File: config.mk
export PLATFORM = sky130hd
export DESIGN_NAME = ir_remote_power_trigger_top
export DESIGN_NICKNAME = d
export VERILOG_FILES = /design/src/rtl/irpt_pkg.sv /design/src/rtl/ir_remote_power_trigger_top.sv
export SDC_FILE = /design/constraint.sdc
export NUM_CORES = 1
export LEC_CHECK = 0
export ABC_AREA = 1
export BUFFER_PORTS_ARGS = -buffer_cell sky130_fd_sc_hd__buf_2
export CAP_MARGIN = 15
export CORE_MARGIN = 5
export CORE_UTILIZATION = 59
export DETAILED_ROUTE_END_ITERATION = 8
export MAX_ROUTING_LAYER = met4
export PLACE_DENSITY = 0.79
export SLEW_MARGIN = 25
export SYNTH_ARGS = -nofsm -noshare
export SYNTH_HDL_FRONTEND = slang
export SYNTH_SLANG_ARGS = --single-unit
File: constraint.sdc
create_clock -name clk -period 3.3 [get_ports clk]
set_input_delay 0.33 -clock clk [delete_from_list [all_inputs] [get_ports clk]]
set_output_delay 0.33 -clock clk [all_outputs]
set_load 0.01 [all_outputs]
File: src/rtl/irpt_pkg.sv
// Shared constants and types for the IR remote power trigger.
// No dependencies; used by ir_remote_power_trigger_top.
package irpt_pkg;

    localparam int PROTO_W   = 8;
    localparam int ADDR_W    = 16;
    localparam int CMD_W     = 16;
    localparam int CODE_W    = PROTO_W + ADDR_W + CMD_W;
    localparam int REPEAT_W  = 8;
    localparam int PRESS_W   = 2;
    localparam int CFG_IDX_W = 2;

    localparam logic [PROTO_W-1:0] PROTO_UNTRAINED_LO = 8'h00;
    localparam logic [PROTO_W-1:0] PROTO_UNTRAINED_HI = 8'hFF;
    localparam logic [REPEAT_W-1:0] REPEAT_MAX        = 8'hFF;
    // Third fresh press fires; count holds 0..2 between presses
    localparam logic [PRESS_W-1:0] RESET_LAST_PRESS   = 2'd2;

    typedef logic [CODE_W-1:0] code_t;

    typedef enum logic [CFG_IDX_W-1:0] {
        CFG_RESET_KEY_CODE = 2'd0,
        CFG_MIN_REPEATS    = 2'd1,
        CFG_FORWARD_ENABLE = 2'd2
    } cfg_idx_t;

    typedef struct packed {
        logic send_report;
        logic forward_code;
        logic press_power;
        logic press_reset;
        logic learned_on;
        logic learned_off;
    } result_t;

    // Protocol byte 0x00 or 0xFF marks a code slot as untrained
    function automatic logic is_untrained(input code_t code);
        logic [PROTO_W-1:0] p;
        p = code[CODE_W-1 -: PROTO_W];
        return (p == PROTO_UNTRAINED_LO) || (p == PROTO_UNTRAINED_HI);
    endfunction

endpackage

File: src/rtl/ir_remote_power_trigger_top.sv
// IR remote power trigger: learning, repeat filter, power and reset presses.
// Depends on irpt_pkg.
//
// Usage:
//   Input channel (in_valid / in_stall) carries one decoded IR code per item:
//   protocol_id, device_address, key_command, is_repeat, host_powered.
//   Output channel (out_valid / out_stall) returns exactly one result item
//   per input item: send_report, forward_code, press_power, press_reset,
//   learned_on, learned_off.
//   Config channel (cfg_valid / cfg_ready, cfg_index, cfg_data) writes
//   reset_key_code (0), min_repeats (1), forward_enable (2); other indexes
//   are dropped. cfg_ready is always high. Write only while idle.
// Timing:
//   Item goes input register -> decision logic -> result register, and
//   out_valid rises as the result register takes the item. One item per
//   cycle sustained while out_stall is low; the learned codes and counters
//   update in the same cycle the decision is made, so the next item sees
//   them without a bubble.
// Reset: all config, learned codes and counters clear; both codes start
//   untrained, so the first item is learned as power-on and power-off.
// Stall: a held result freezes the result register; an occupied input
//   register then holds too and in_stall stays high until the result is taken.
module ir_remote_power_trigger_top (
    input  logic                          clk,
    input  logic                          rst_n,
    // input channel
    input  logic                          in_valid,
    output logic                          in_stall,
    input  logic [irpt_pkg::PROTO_W-1:0]  protocol_id,
    input  logic [irpt_pkg::ADDR_W-1:0]   device_address,
    input  logic [irpt_pkg::CMD_W-1:0]    key_command,
    input  logic                          is_repeat,
    input  logic                          host_powered,
    // output channel
    output logic                          out_valid,
    input  logic                          out_stall,
    output logic                          send_report,
    output logic                          forward_code,
    output logic                          press_power,
    output logic                          press_reset,
    output logic                          learned_on,
    output logic                          learned_off,
    // config channel
    input  logic                          cfg_valid,
    output logic                          cfg_ready,
    input  logic [irpt_pkg::CFG_IDX_W-1:0] cfg_index,
    input  logic [irpt_pkg::CODE_W-1:0]   cfg_data
);

    // config registers
    irpt_pkg::code_t                 reset_key_reg;
    logic [irpt_pkg::REPEAT_W-1:0]   min_rep_reg;
    logic                            fwd_en_reg;

    // learned codes and counters
    irpt_pkg::code_t                 on_code_reg,  on_code_next;
    irpt_pkg::code_t                 off_code_reg, off_code_next;
    logic [irpt_pkg::REPEAT_W-1:0]   rep_cnt_reg,  rep_cnt_next;
    logic [irpt_pkg::PRESS_W-1:0]    rst_cnt_reg,  rst_cnt_next;

    // input register
    logic                            in_vld_reg;
    irpt_pkg::code_t                 in_code_reg;
    logic                            in_rep_reg;
    logic                            in_host_reg;

    // result register
    logic                            out_vld_reg;
    irpt_pkg::result_t               res_reg, res_next;

    logic                            advance;
    logic                            in_take;
    logic [irpt_pkg::REPEAT_W-1:0]   rep_tmp;

    assign cfg_ready = 1'b1;

    // Input stage moves forward when the result slot is free or draining.
    assign advance  = in_vld_reg && (!out_vld_reg || !out_stall);
    assign in_stall = in_vld_reg && !advance;
    assign in_take  = in_valid && !in_stall;

    // config writes
    always_ff @(posedge clk or negedge rst_n)
    begin
        if (!rst_n)
        begin
            reset_key_reg <= '0;
            min_rep_reg   <= '0;
            fwd_en_reg    <= 1'b0;
        end
        else if (cfg_valid && cfg_ready)
        begin
            case (cfg_index)
                irpt_pkg::CFG_RESET_KEY_CODE: reset_key_reg <= cfg_data;
                irpt_pkg::CFG_MIN_REPEATS:    min_rep_reg   <= cfg_data[irpt_pkg::REPEAT_W-1:0];
                irpt_pkg::CFG_FORWARD_ENABLE: fwd_en_reg    <= cfg_data[0];
                default: ;  // unused index
            endcase
        end
    end

    // decision logic
    always_comb
    begin
        on_code_next  = on_code_reg;
        off_code_next = off_code_reg;
        rep_cnt_next  = rep_cnt_reg;
        rst_cnt_next  = rst_cnt_reg;
        res_next      = '0;
        rep_tmp       = '0;

        if (irpt_pkg::is_untrained(on_code_reg))
        begin
            // learning: counter and report path untouched
            on_code_next        = in_code_reg;
            res_next.learned_on = 1'b1;
            if (irpt_pkg::is_untrained(off_code_reg))
            begin
                off_code_next        = in_code_reg;
                res_next.learned_off = 1'b1;
            end
        end
        else
        begin
            // repeat filter, counter saturates then clamps to minimum
            if (!in_rep_reg)
                rep_tmp = '0;
            else if (rep_cnt_reg != irpt_pkg::REPEAT_MAX)
                rep_tmp = rep_cnt_reg + 1'b1;
            else
                rep_tmp = rep_cnt_reg;

            rep_cnt_next = rep_tmp;
            if (rep_tmp >= min_rep_reg)
            begin
                res_next.send_report = 1'b1;
                rep_cnt_next         = min_rep_reg;
            end
            else if (rep_tmp == '0)
                res_next.send_report = 1'b1;

            res_next.forward_code = fwd_en_reg;
            res_next.press_power  = ((in_code_reg == on_code_reg)  && !in_host_reg) ||
                                    ((in_code_reg == off_code_reg) &&  in_host_reg);
        end

        // three fresh reset-code presses in a row
        if (in_code_reg == reset_key_reg)
        begin
            if (!in_rep_reg)
            begin
                if (rst_cnt_reg >= irpt_pkg::RESET_LAST_PRESS)
                begin
                    res_next.press_reset = 1'b1;
                    rst_cnt_next         = '0;
                end
                else
                    rst_cnt_next = rst_cnt_reg + 1'b1;
            end
        end
        else
            rst_cnt_next = '0;
    end

    // control and state
    always_ff @(posedge clk or negedge rst_n)
    begin
        if (!rst_n)
        begin
            in_vld_reg   <= 1'b0;
            out_vld_reg  <= 1'b0;
            on_code_reg  <= '0;
            off_code_reg <= '0;
            rep_cnt_reg  <= '0;
            rst_cnt_reg  <= '0;
        end
        else
        begin
            if (in_take)
                in_vld_reg <= 1'b1;
            else if (advance)
                in_vld_reg <= 1'b0;

            if (advance)
                out_vld_reg <= 1'b1;
            else if (!out_stall)
                out_vld_reg <= 1'b0;

            if (advance)
            begin
                on_code_reg  <= on_code_next;
                off_code_reg <= off_code_next;
                rep_cnt_reg  <= rep_cnt_next;
                rst_cnt_reg  <= rst_cnt_next;
            end
        end
    end

    // payload registers
    always_ff @(posedge clk)
    begin
        if (in_take)
        begin
            in_code_reg <= {protocol_id, device_address, key_command};
            in_rep_reg  <= is_repeat;
            in_host_reg <= host_powered;
        end
        if (advance)
            res_reg <= res_next;
    end

    assign out_valid    = out_vld_reg;
    assign send_report  = res_reg.send_report;
    assign forward_code = res_reg.forward_code;
    assign press_power  = res_reg.press_power;
    assign press_reset  = res_reg.press_reset;
    assign learned_on   = res_reg.learned_on;
    assign learned_off  = res_reg.learned_off;

    // checks
    a_off_implies_on: assert property (@(posedge clk) disable iff (!rst_n)
        out_valid |-> (!learned_off || learned_on))
        else $error("learned_off without learned_on");

    a_learn_quiet: assert property (@(posedge clk) disable iff (!rst_n)
        (out_valid && learned_on) |-> (!send_report && !press_power && !forward_code))
        else $error("learning item raised trained-path outputs");

    a_rst_cnt_range: assert property (@(posedge clk) disable iff (!rst_n)
        rst_cnt_reg != 2'd3)
        else $error("reset press count out of range");

    a_rst_clears_cnt: assert property (@(posedge clk) disable iff (!rst_n)
        (advance && res_next.press_reset) |=> (rst_cnt_reg == '0))
        else $error("reset press did not clear count");

    a_rep_clamped: assert property (@(posedge clk) disable iff (!rst_n)
        (advance && res_next.send_report && !res_next.learned_on && in_rep_reg)
            |=> (rep_cnt_reg <= $past(min_rep_reg)))
        else $error("repeat count not clamped after report");

endmodule

==> results of run 1 <==
cell families after synthesis:
| family | share of synthesized area |
|---|---|
| multiplexers | 0.0232 |
| flip-flops | 0.540 |
| adder cells (fa/ha/maj) | 0.0122 |
| AO/OA/AOI/OAI | 0.0794 |
| other | 0.000407 |
| buffers and inverters | 0.0722 |
| AND/OR/NAND/NOR | 0.219 |
| XOR/XNOR | 0.0533 |
cell type report:
cell class / count / area share
timing repair buffer: 105 / 0.0544
sequential: 189 / 0.475
inverter: 133 / 0.0477
clock inverter: 15 / 0.0148
clock buffer: 17 / 0.0407
multi-input combinational: 724 / 0.342
tap: 211 / 0.0252
placed cells by master, fill, tap and decap left out, types with 7 or more instances in the layout:
cell,netlist,routed
dfrtp_1,141,141
xor2_1,20,20
buf_2,6,95
mux2_2,19,19
ha_1,9,9
nand4_1,21,21
o22ai_1,7,7
a21oi_1,20,20
buf_4,1,7
edfxtp_1,48,48
xnor2_1,36,36
inv_1,132,131
o21ai_1,16,16
nor2_1,90,90
clkbuf_16,0,17
nand2_1,347,347
o21ai_0,89,89
nand3_1,25,23
worst max path at each step:
| stage | from | endpoint |
|---|---|---|
| 2_1_floorplan | rep_cnt_reg[0] | rep_cnt_reg[5] |
| 3_3_place_gp | rep_cnt_reg[1] | send_report |
| 3_5_place_dp | rep_cnt_reg[1] | send_report |
| 4_1_cts | rep_cnt_reg[1] | rep_cnt_reg[0] |
| 5_1_grt | rep_cnt_reg[1] | rep_cnt_reg[0] |
| 6_report | rep_cnt_reg[1] | rep_cnt_reg[0] |
through the flow:
step / setup slack [ns] / cells / power [mW] / instance area (um2) / hold slack, ns
6_report: 0.382 / 1394 / 7.40 / 10500 / 0.0581
5_1_grt: 0.0241 / 1394 / 7.88 / 10500 / 0.0357
4_1_cts: 0.290 / 1394 / 7.41 / 10500 / 0.0489
3_5_place_dp: 0.368 / 1361 / 5.37 / 9870 / 0.391
3_3_place_gp: 0.398 / 1361 / 5.29 / 9870 / 0.409
2_1_floorplan: 0.791 / 1079 / 4.78 / 9210 / 0.0344
power by group through the flow:
stage	Combinational (mW)	Sequential, mW	Clock, mW
after floorplan	1.38	3.41	0
after global placement	1.78	3.51	0
after detailed placement	1.84	3.53	0
after CTS	1.87	3.49	2.05
after global routing	2.14	3.58	2.16
final	1.87	3.51	2.03
layer usage:
layer | GRT usage | vias up | share of wire
li1 | - | 3595 | -
met4 | 0.0877 | 0 | 0.026
met5 | - | - | 0
met1 | 0.336 | 3494 | 0.44
met2 | 0.395 | 218 | 0.48
met3 | 0.0555 | 34 | 0.062
repair_timing:
action                                  in CTS  in global routing
hold buffers                                 1                  0
endpoints found under the hold margin       69                  0
endpoints found under the setup margin       0                  2
gates resized for setup                      0                  1
==> results.py, run 1 <==
metrics = {
    "critical_path": {
        "crit_family": "simple AND/OR/NAND/NOR gates",
        "cp_cell_sequence": "ha_1 -> nand2_1 -> inv_1 -> nand3_1 -> inv_1 -> nor2_1 -> nor2_1 -> ha_1 -> a21oi_1 -> o21ai_0 -> nand2_1 -> nand3_2 -> buf_4 -> o21ai_0 -> nand2_1 -> o21ai_0",
        "r2r_cells": 16,
        "r2r-end": "rep_cnt_reg[0]",
        "critical_path.max_stage_delay_ns": 0.41,
        "crit_type": "register to register",
        "cp-start-kind": "register",
        "rrSetupSlack_ns": 0.38,
        "critical_path_depth": 16,
        "crit_slowest_cell": "dfrtp_1",
        "worst-path-max-fanout": 9,
        "crit_buf_inv": 3,
        "crit_arrival_ns": 3.26,
        "timing.rr.start": "rep_cnt_reg[1]",
        "cp_data_required_time_ns": 3.65,
        "end_kind": "register",
    },
    "cells_and_area": {
        "fillers": 1238,
        "multi_input_area_mm2": 0.00358,
        "synthToLayoutAreaGrowth_pct": 13.7,
        "antenna_cells": 0,
        "drive_above_1_share": 0.141,
        "fin_nets": 1268,
        "seqCellArea_mm2": 0.00497,
        "final_util": 0.686,
    },
    "pwr": {
        "power.internal_mw": 4.85,
        "sequentialPowerShare": 0.474,
        "ir_drop_mv": 0.430,
        "clkPwrFrac": 0.275,
        "power.switching_mw": 2.55,
        "p_leak_nw": 5.19,
        "comb_power_share": 0.252,
        "powerDensity_mw_per_mm2": 708,
        "swShare": 0.345,
    },
    "logic_synthesis": {
        "synth_top_area_frac": 0.383,
        "synth_cells": 1079,
        "yosys.area.top_type": "dfrtp_1",
        "synthTopCellsByCount": "nand2_1 (347), dfrtp_1 (141), inv_1 (132)",
        "syn_nets": 1177,
        "synth-main-ff-cell": "dfrtp_1",
        "synth_edf_count": 48,
        "async_flop_share": 0.746,
        "synth_cell_types": 33,
        "synth-seq-cells": 189,
        "avgSynthCellArea_um2": 8.53,
        "ys_seq_area_frac": 0.540,
        "synth.most_common_cell": "nand2_1",
        "synth_area_leaders": "dfrtp_1 (38%), edfxtp_1 (16%), nand2_1 (14%)",
        "synth_area_mm2": 0.00921,
        "synth_warnings": 0,
    },
    "sta": {
        "slew_violations": 0,
        "period_needed_ns": 2.92,
        "worstMarginPinSlew_ns": 1.01,
        "rsz0062_at_grt": "false",
        "setup_viol": 0,
        "max_slew_margin": 0.327,
        "timing.final.crit_share": 0.884,
        "fmax_mhz": 343,
        "skew_ns": 0.0128,
        "finalSetupTns_ns": 0,
        "final-hold-violation-count": 0,
    },
    "cts": {
        "path_clk_slew_ns": 0.08,
        "clockBufferDepth": 2,
        "numCtsBuffers": 17,
        "clkLatencyLatePin_ns": 0.44,
        "cts_max_level": 4,
        "cts_root_buf": "clkbuf_16",
        "tritoncts": "built",
        "clkSinkCount": 189,
        "cts_post_setup_buffers_inserted": 0,
    },
    "grt": {
        "grt_pass1_vias": 7019,
        "grt_pass1_wl_um": 35000,
        "grt_usage": 0.255,
        "grt_max_degree": 72,
        "grt_overflow": 0,
        "antenna_found_initial": 0,
    },
    "die": {
        "die_w_um": 135,
        "num_rows": 45,
        "coreArea_mm2": 0.0153,
        "die_area_mm2": 0.0182,
        "die_h_um": 135,
        "io_pins": 98,
        "initial_core_util": 0.603,
    },
    "hold_path": {
        "min_from": "device_address[12]",
        "whs_endpoint": "in_code_reg[28]",
        "hold_path_class": "input port to register",
        "min_path_cells": 1,
    },
    "route": {
        "ant_nets": 0,
        "wl_um": 21800,
        "drc": 0,
        "drtIter0Drc": 654,
        "drtPass1Iterations": 8,
        "vias_per_cell": 5.27,
        "via_count": 7341,
        "wl_per_cell_um": 15.6,
    },
    "outcome": {
        "status": "finished clean",
    },
    "placed_design": {
        "dpl.hpwl_um": 15600,
        "port_buffers": 96,
        "routabilityCongestion": 0.920,
    },
    "job": {
        "max-cap-violations": 0,
    },
}
No activity file was read; power rests on OpenSTA's default activity.
==> run 2, diff against run 1 <==
Settings changed: CELL_PAD_IN_SITES_DETAIL_PLACEMENT set to 0, CELL_PAD_IN_SITES_GLOBAL_PLACEMENT set to 1, CORE_UTILIZATION 59 to 45.
==> results.py, run 2 (same netlist as run 1, synthesis figures left out) <==
metrics = {
    "outcome": {
        "status": "finished clean",
    },
    "die": {
        "coreArea_mm2": 0.0202,
        "die_w_um": 153,
        "io_pins": 98,
        "die_h_um": 153,
        "num_rows": 52,
        "initial_core_util": 0.456,
        "die_area_mm2": 0.0234,
    },
    "cells_and_area": {
        "seqCellArea_mm2": 0.00497,
        "layout_common_cells": "nand2_1 (347), dfrtp_1 (141), inv_1 (131), buf_2 (95), nor2_1 (90)",
        "drive_above_1_share": 0.144,
        "final_common_cell": "nand2_1",
        "fin_nets": 1272,
        "fillers": 1958,
        "multi_input_area_mm2": 0.00358,
        "synthToLayoutAreaGrowth_pct": 15.1,
        "antenna_cells": 0,
    },
    "sta": {
        "period_needed_ns": 2.89,
        "worstMarginPinSlew_ns": 1.01,
        "skew_ns": 0.0139,
        "slew_violations": 0,
        "max_slew_margin": 0.322,
        "whs_ns": 0.0573,
        "setup_viol": 0,
        "timing.final.crit_share": 0.877,
        "fmax_mhz": 345,
        "final-hold-violation-count": 0,
        "rsz0062_at_grt": "false",
        "finalSetupTns_ns": 0,
    },
    "pwr": {
        "powerDensity_mw_per_mm2": 703,
        "p_leak_nw": 5.21,
        "power.internal_mw": 4.88,
        "clkPwrFrac": 0.281,
        "swShare": 0.345,
        "comb_power_share": 0.249,
        "ir_drop_mv": 0.322,
        "sequentialPowerShare": 0.470,
        "power.switching_mw": 2.57,
    },
    "cts": {
        "cts_max_level": 4,
        "clockBufferDepth": 2,
        "clkSinkCount": 189,
        "numCtsBuffers": 17,
        "cts_post_setup_buffers_inserted": 0,
        "clkLatencyLatePin_ns": 0.44,
        "tritoncts": "built",
        "path_clk_slew_ns": 0.08,
        "cts_root_buf": "clkbuf_16",
    },
    "placed_design": {
        "dpl.hpwl_um": 16600,
        "routabilityCongestion": 0.846,
        "port_buffers": 96,
    },
    "critical_path": {
        "crit_buf_inv": 5,
        "crit_type": "register to register",
        "crit_top_cell": "inv_1",
        "worst-path-max-fanout": 8,
        "end_kind": "register",
        "cp-start-kind": "register",
        "critical_path.max_stage_delay_ns": 0.42,
        "cp_data_required_time_ns": 3.49,
        "cp_cell_sequence": "ha_1 -> nand2_1 -> inv_1 -> nand3_1 -> inv_1 -> o21ai_0 -> inv_1 -> ha_1 -> nand2_1 -> inv_1 -> nor2_1 -> o21a_1 -> nand3_1 -> inv_1 -> nand2_1 -> nand2_1 -> a21oi_1",
        "crit_arrival_ns": 3.08,
        "crit_family": "simple AND/OR/NAND/NOR gates",
        "crit_slowest_cell": "dfrtp_1",
    },
    "job": {
        "max-cap-violations": 0,
    },
    "route": {
        "wl_um": 22700,
        "wl_per_cell_um": 15.6,
        "via_count": 7062,
        "drtPass1Iterations": 5,
        "vias_per_cell": 4.85,
        "drc": 0,
        "drtIter0Drc": 541,
        "ant_nets": 0,
    },
    "grt": {
        "grt_pass1_wl_um": 36500,
        "antenna_found_initial": 0,
        "grt_overflow": 0,
        "grt_usage": 0.204,
        "grt_max_degree": 62,
        "grt_pass1_vias": 6763,
    },
    "hold_path": {
        "hold_path_class": "input port to register",
    },
}
run 2: path summary, 6_finish.rpt:
kind / startpoint / endpoint / slack, ns / cells after the start
min reg2reg: fwd_en_reg / fwd_en_reg / 0.49 / 2
max reg2reg: rep_cnt_reg[0] / send_report / 0.41 / 17
max in group asynchronous: rst_n / off_code_reg[7] / 2.15 / 3
min: key_command[3] / in_code_reg[3] / 0.06 / 1
min in group asynchronous: rst_n / reset_key_reg[10] / 0.39 / 2
max: rep_cnt_reg[0] / send_report / 0.41 / 17
run 2: power groups by stage:
stage / clock network, mW / logic (mW) / registers [mW]
after global placement: 0 / 1.83 / 3.52
after detailed placement: 0 / 1.87 / 3.53
after floorplan: 0 / 1.38 / 3.41
after global routing: 2.24 / 2.16 / 3.58
after CTS: 2.14 / 1.88 / 3.50
final: 2.09 / 1.86 / 3.50
run 2: layout make-up:
type / count / share of cell area
multi-input combinational: 724 / 0.338
timing repair buffer: 109 / 0.0577
tap: 270 / 0.0319
clock inverter: 15 / 0.0165
clock buffer: 17 / 0.0401
sequential: 189 / 0.469
inverter: 133 / 0.0471
run 2: timing repair:
action                    in CTS  in global routing
hold buffers                   1                  0
gates resized for setup        0                  0
hold endpoints to repair      44                  0
run 2: layer usage:
layer,GRT usage,vias to the layer above,share of wire
li1,-,3606,-
met1,0.283,3286,0.47
met2,0.310,154,0.47
met3,0.0433,16,0.043
met4,0.0458,0,0.013
met5,-,-,0
run 2: per-stage QoR:
stage	util	cell area (um2)	setup WS [ns]	instances	power (mW)
after detailed placement	0.495	9990	0.438	1424	5.40
final	0.525	10600	0.405	1457	7.45
after CTS	0.525	10600	0.418	1457	7.52
after global routing	0.525	10600	0.0390	1457	7.98
after global placement	0.495	9990	0.460	1424	5.35
after floorplan	-	9210	0.791	1079	4.78
==> run 3, diff against run 2 <==
Settings changed: CORE_UTILIZATION 45 to 23, GPL_TIMING_DRIVEN set to 0, PLACE_DENSITY 0.79 to not set, PLACE_DENSITY_LB_ADDON set to 0.1.
==> results.py, run 3 (same netlist as run 1, synthesis figures left out) <==
metrics = {
    "job": {
        "max-cap-violations": 0,
    },
    "cts": {
        "clkLatencyLatePin_ns": 0.45,
        "cts_root_buf": "clkbuf_16",
        "cts_post_setup_buffers_inserted": 0,
        "tritoncts": "built",
        "clkSinkCount": 189,
        "cts_max_level": 4,
        "numCtsBuffers": 17,
        "path_clk_slew_ns": 0.08,
        "clockBufferDepth": 2,
    },
    "sta": {
        "period_needed_ns": 2.94,
        "rsz0062_at_grt": "false",
        "worstMarginPinSlew_ns": 0.977,
        "timing.final.crit_share": 0.891,
        "slew_violations": 0,
        "skew_ns": 0.0153,
        "setup_viol": 0,
        "finalSetupTns_ns": 0,
        "final-hold-violation-count": 0,
        "whs_ns": 0.0505,
        "max_slew_margin": 0.348,
        "fmax_mhz": 340,
    },
    "die": {
        "io_pins": 98,
        "initial_core_util": 0.232,
        "coreArea_mm2": 0.0396,
        "die_h_um": 210,
        "num_rows": 73,
        "die_area_mm2": 0.0441,
        "die_w_um": 210,
    },
    "cells_and_area": {
        "drive_above_1_share": 0.141,
        "final_common_cell": "nand2_1",
        "layout_common_cells": "nand2_1 (347), dfrtp_1 (141), inv_1 (131), buf_2 (101), nor2_1 (89)",
        "antenna_cells": 0,
        "fin_nets": 1294,
        "synthToLayoutAreaGrowth_pct": 19.3,
    },
    "grt": {
        "grt_pass1_wl_um": 48000,
        "grt_usage": 0.151,
        "grt_pass1_vias": 7463,
        "grt_overflow": 0,
        "grt_max_degree": 75,
        "antenna_found_initial": 0,
    },
    "route": {
        "via_count": 7206,
        "wl_per_cell_um": 18.3,
        "vias_per_cell": 4.16,
        "drc": 0,
        "drtPass1Iterations": 5,
        "ant_nets": 0,
        "wl_um": 31700,
        "drtIter0Drc": 464,
    },
    "pwr": {
        "ir_drop_mv": 0.381,
        "powerDensity_mw_per_mm2": 688,
        "p_leak_nw": 5.23,
    },
    "placed_design": {
        "routabilityCongestion": 0.790,
        "port_buffers": 96,
        "dpl.hpwl_um": 23600,
    },
    "outcome": {
        "status": "finished clean",
    },
    "critical_path": {
        "crit_type": "register to register",
        "worst-path-max-fanout": 10,
        "end_kind": "register",
        "cp-start-kind": "register",
        "cp_data_required_time_ns": 3.66,
        "crit_arrival_ns": 3.30,
    },
    "hold_path": {
        "hold_path_class": "input port to register",
    },
}
==> run 3: cell types whose count changed in the layout (fill, tap and decap cells not counted), moves of 2 or more <==
cell      before  now
buf_2         95  101
clkbuf_1       0   23
buf_6          1    4
buf_4         10    1
inv_4          0    2
clkinv_8       2    0
buf_12         2    0
clkinv_2       0    2
inv_8          4    0
==> run 3: per-stage QoR <==
stage | instance area (um2) | util | setup WS (ns) | power [mW] | cells
after global routing | 11000 | 0.277 | 0.0587 | 8.16 | 1734
after detailed placement | 10400 | 0.262 | 0.00455 | 5.54 | 1701
after global placement | 10300 | 0.261 | -0.792 | 5.52 | 1700
after floorplan | 9210 | - | 0.791 | 4.78 | 1079
final | 11000 | 0.277 | 0.359 | 7.56 | 1734
after CTS | 11000 | 0.277 | 0.134 | 7.71 | 1734
==> run 3: cell type report <==
| type | instances | area, um2 |
|---|---|---|
| clock inverter | 11 | 106 |
| inverter | 133 | 502 |
| multi-input combinational | 724 | 3580 |
| tap | 525 | 657 |
| fill | 4357 | 28700 |
| buffer | 33 | 166 |
| timing repair buffer | 98 | 528 |
| clock buffer | 21 | 472 |
| sequential | 189 | 4970 |
==> run 3: critical path, cell delays in order (launching register included) <==
cell and delay (ns):
dfrtp_1 0.43, ha_1 0.20, nand2_1 0.07, inv_1 0.15, nand3_2 0.18, a31oi_1 0.35, ha_1 0.32, a21oi_1 0.16
o21ai_0 0.11, nand2_1 0.07, nand3_1 0.14, clkbuf_2 0.23, o21ai_0 0.28, nand2_1 0.09, o21ai_0 0.08
==> run 3: what timing repair did <==
action | 4_1_cts | 5_1_grt
gates resized for setup | 1 | 4
endpoints found under the hold margin | 67 | 0
hold buffers | 1 | 0
endpoints found under the setup margin | 2 | 7
==> run 3: path summary, 6_finish.rpt <==
path / start / endpoint / slack (ns) / cells after the start
max: rep_cnt_reg[1] / rep_cnt_reg[4] / 0.36 / 14
min: protocol_id[6] / in_code_reg[38] / 0.05 / 1
max reg2reg: rep_cnt_reg[1] / rep_cnt_reg[4] / 0.36 / 14
min reg2reg: on_code_reg[11] / on_code_reg[11] / 0.49 / 2
max in group asynchronous: rst_n / rep_cnt_reg[3] / 2.04 / 3
min in group asynchronous: rst_n / reset_key_reg[24] / 0.44 / 2
==> run 3: report_power, final <==
group          switching, mW  internal, mW  leakage (nW)  total, mW
sequential             0.472          3.02          2.20       3.49
clock                  0.982          1.12         0.284       2.10
combinational           1.20         0.765          2.74       1.96
total                   2.65          4.90          5.23       7.56
==> run 3: metal layers <==
layer  routed length [um]  up-vias  track usage
met3                  826       16       0.0214
met2                14300      104        0.230
met1                16300     3444        0.216
li1                     -     3642            -
met5                    0        -            -
met4                  265        0       0.0297
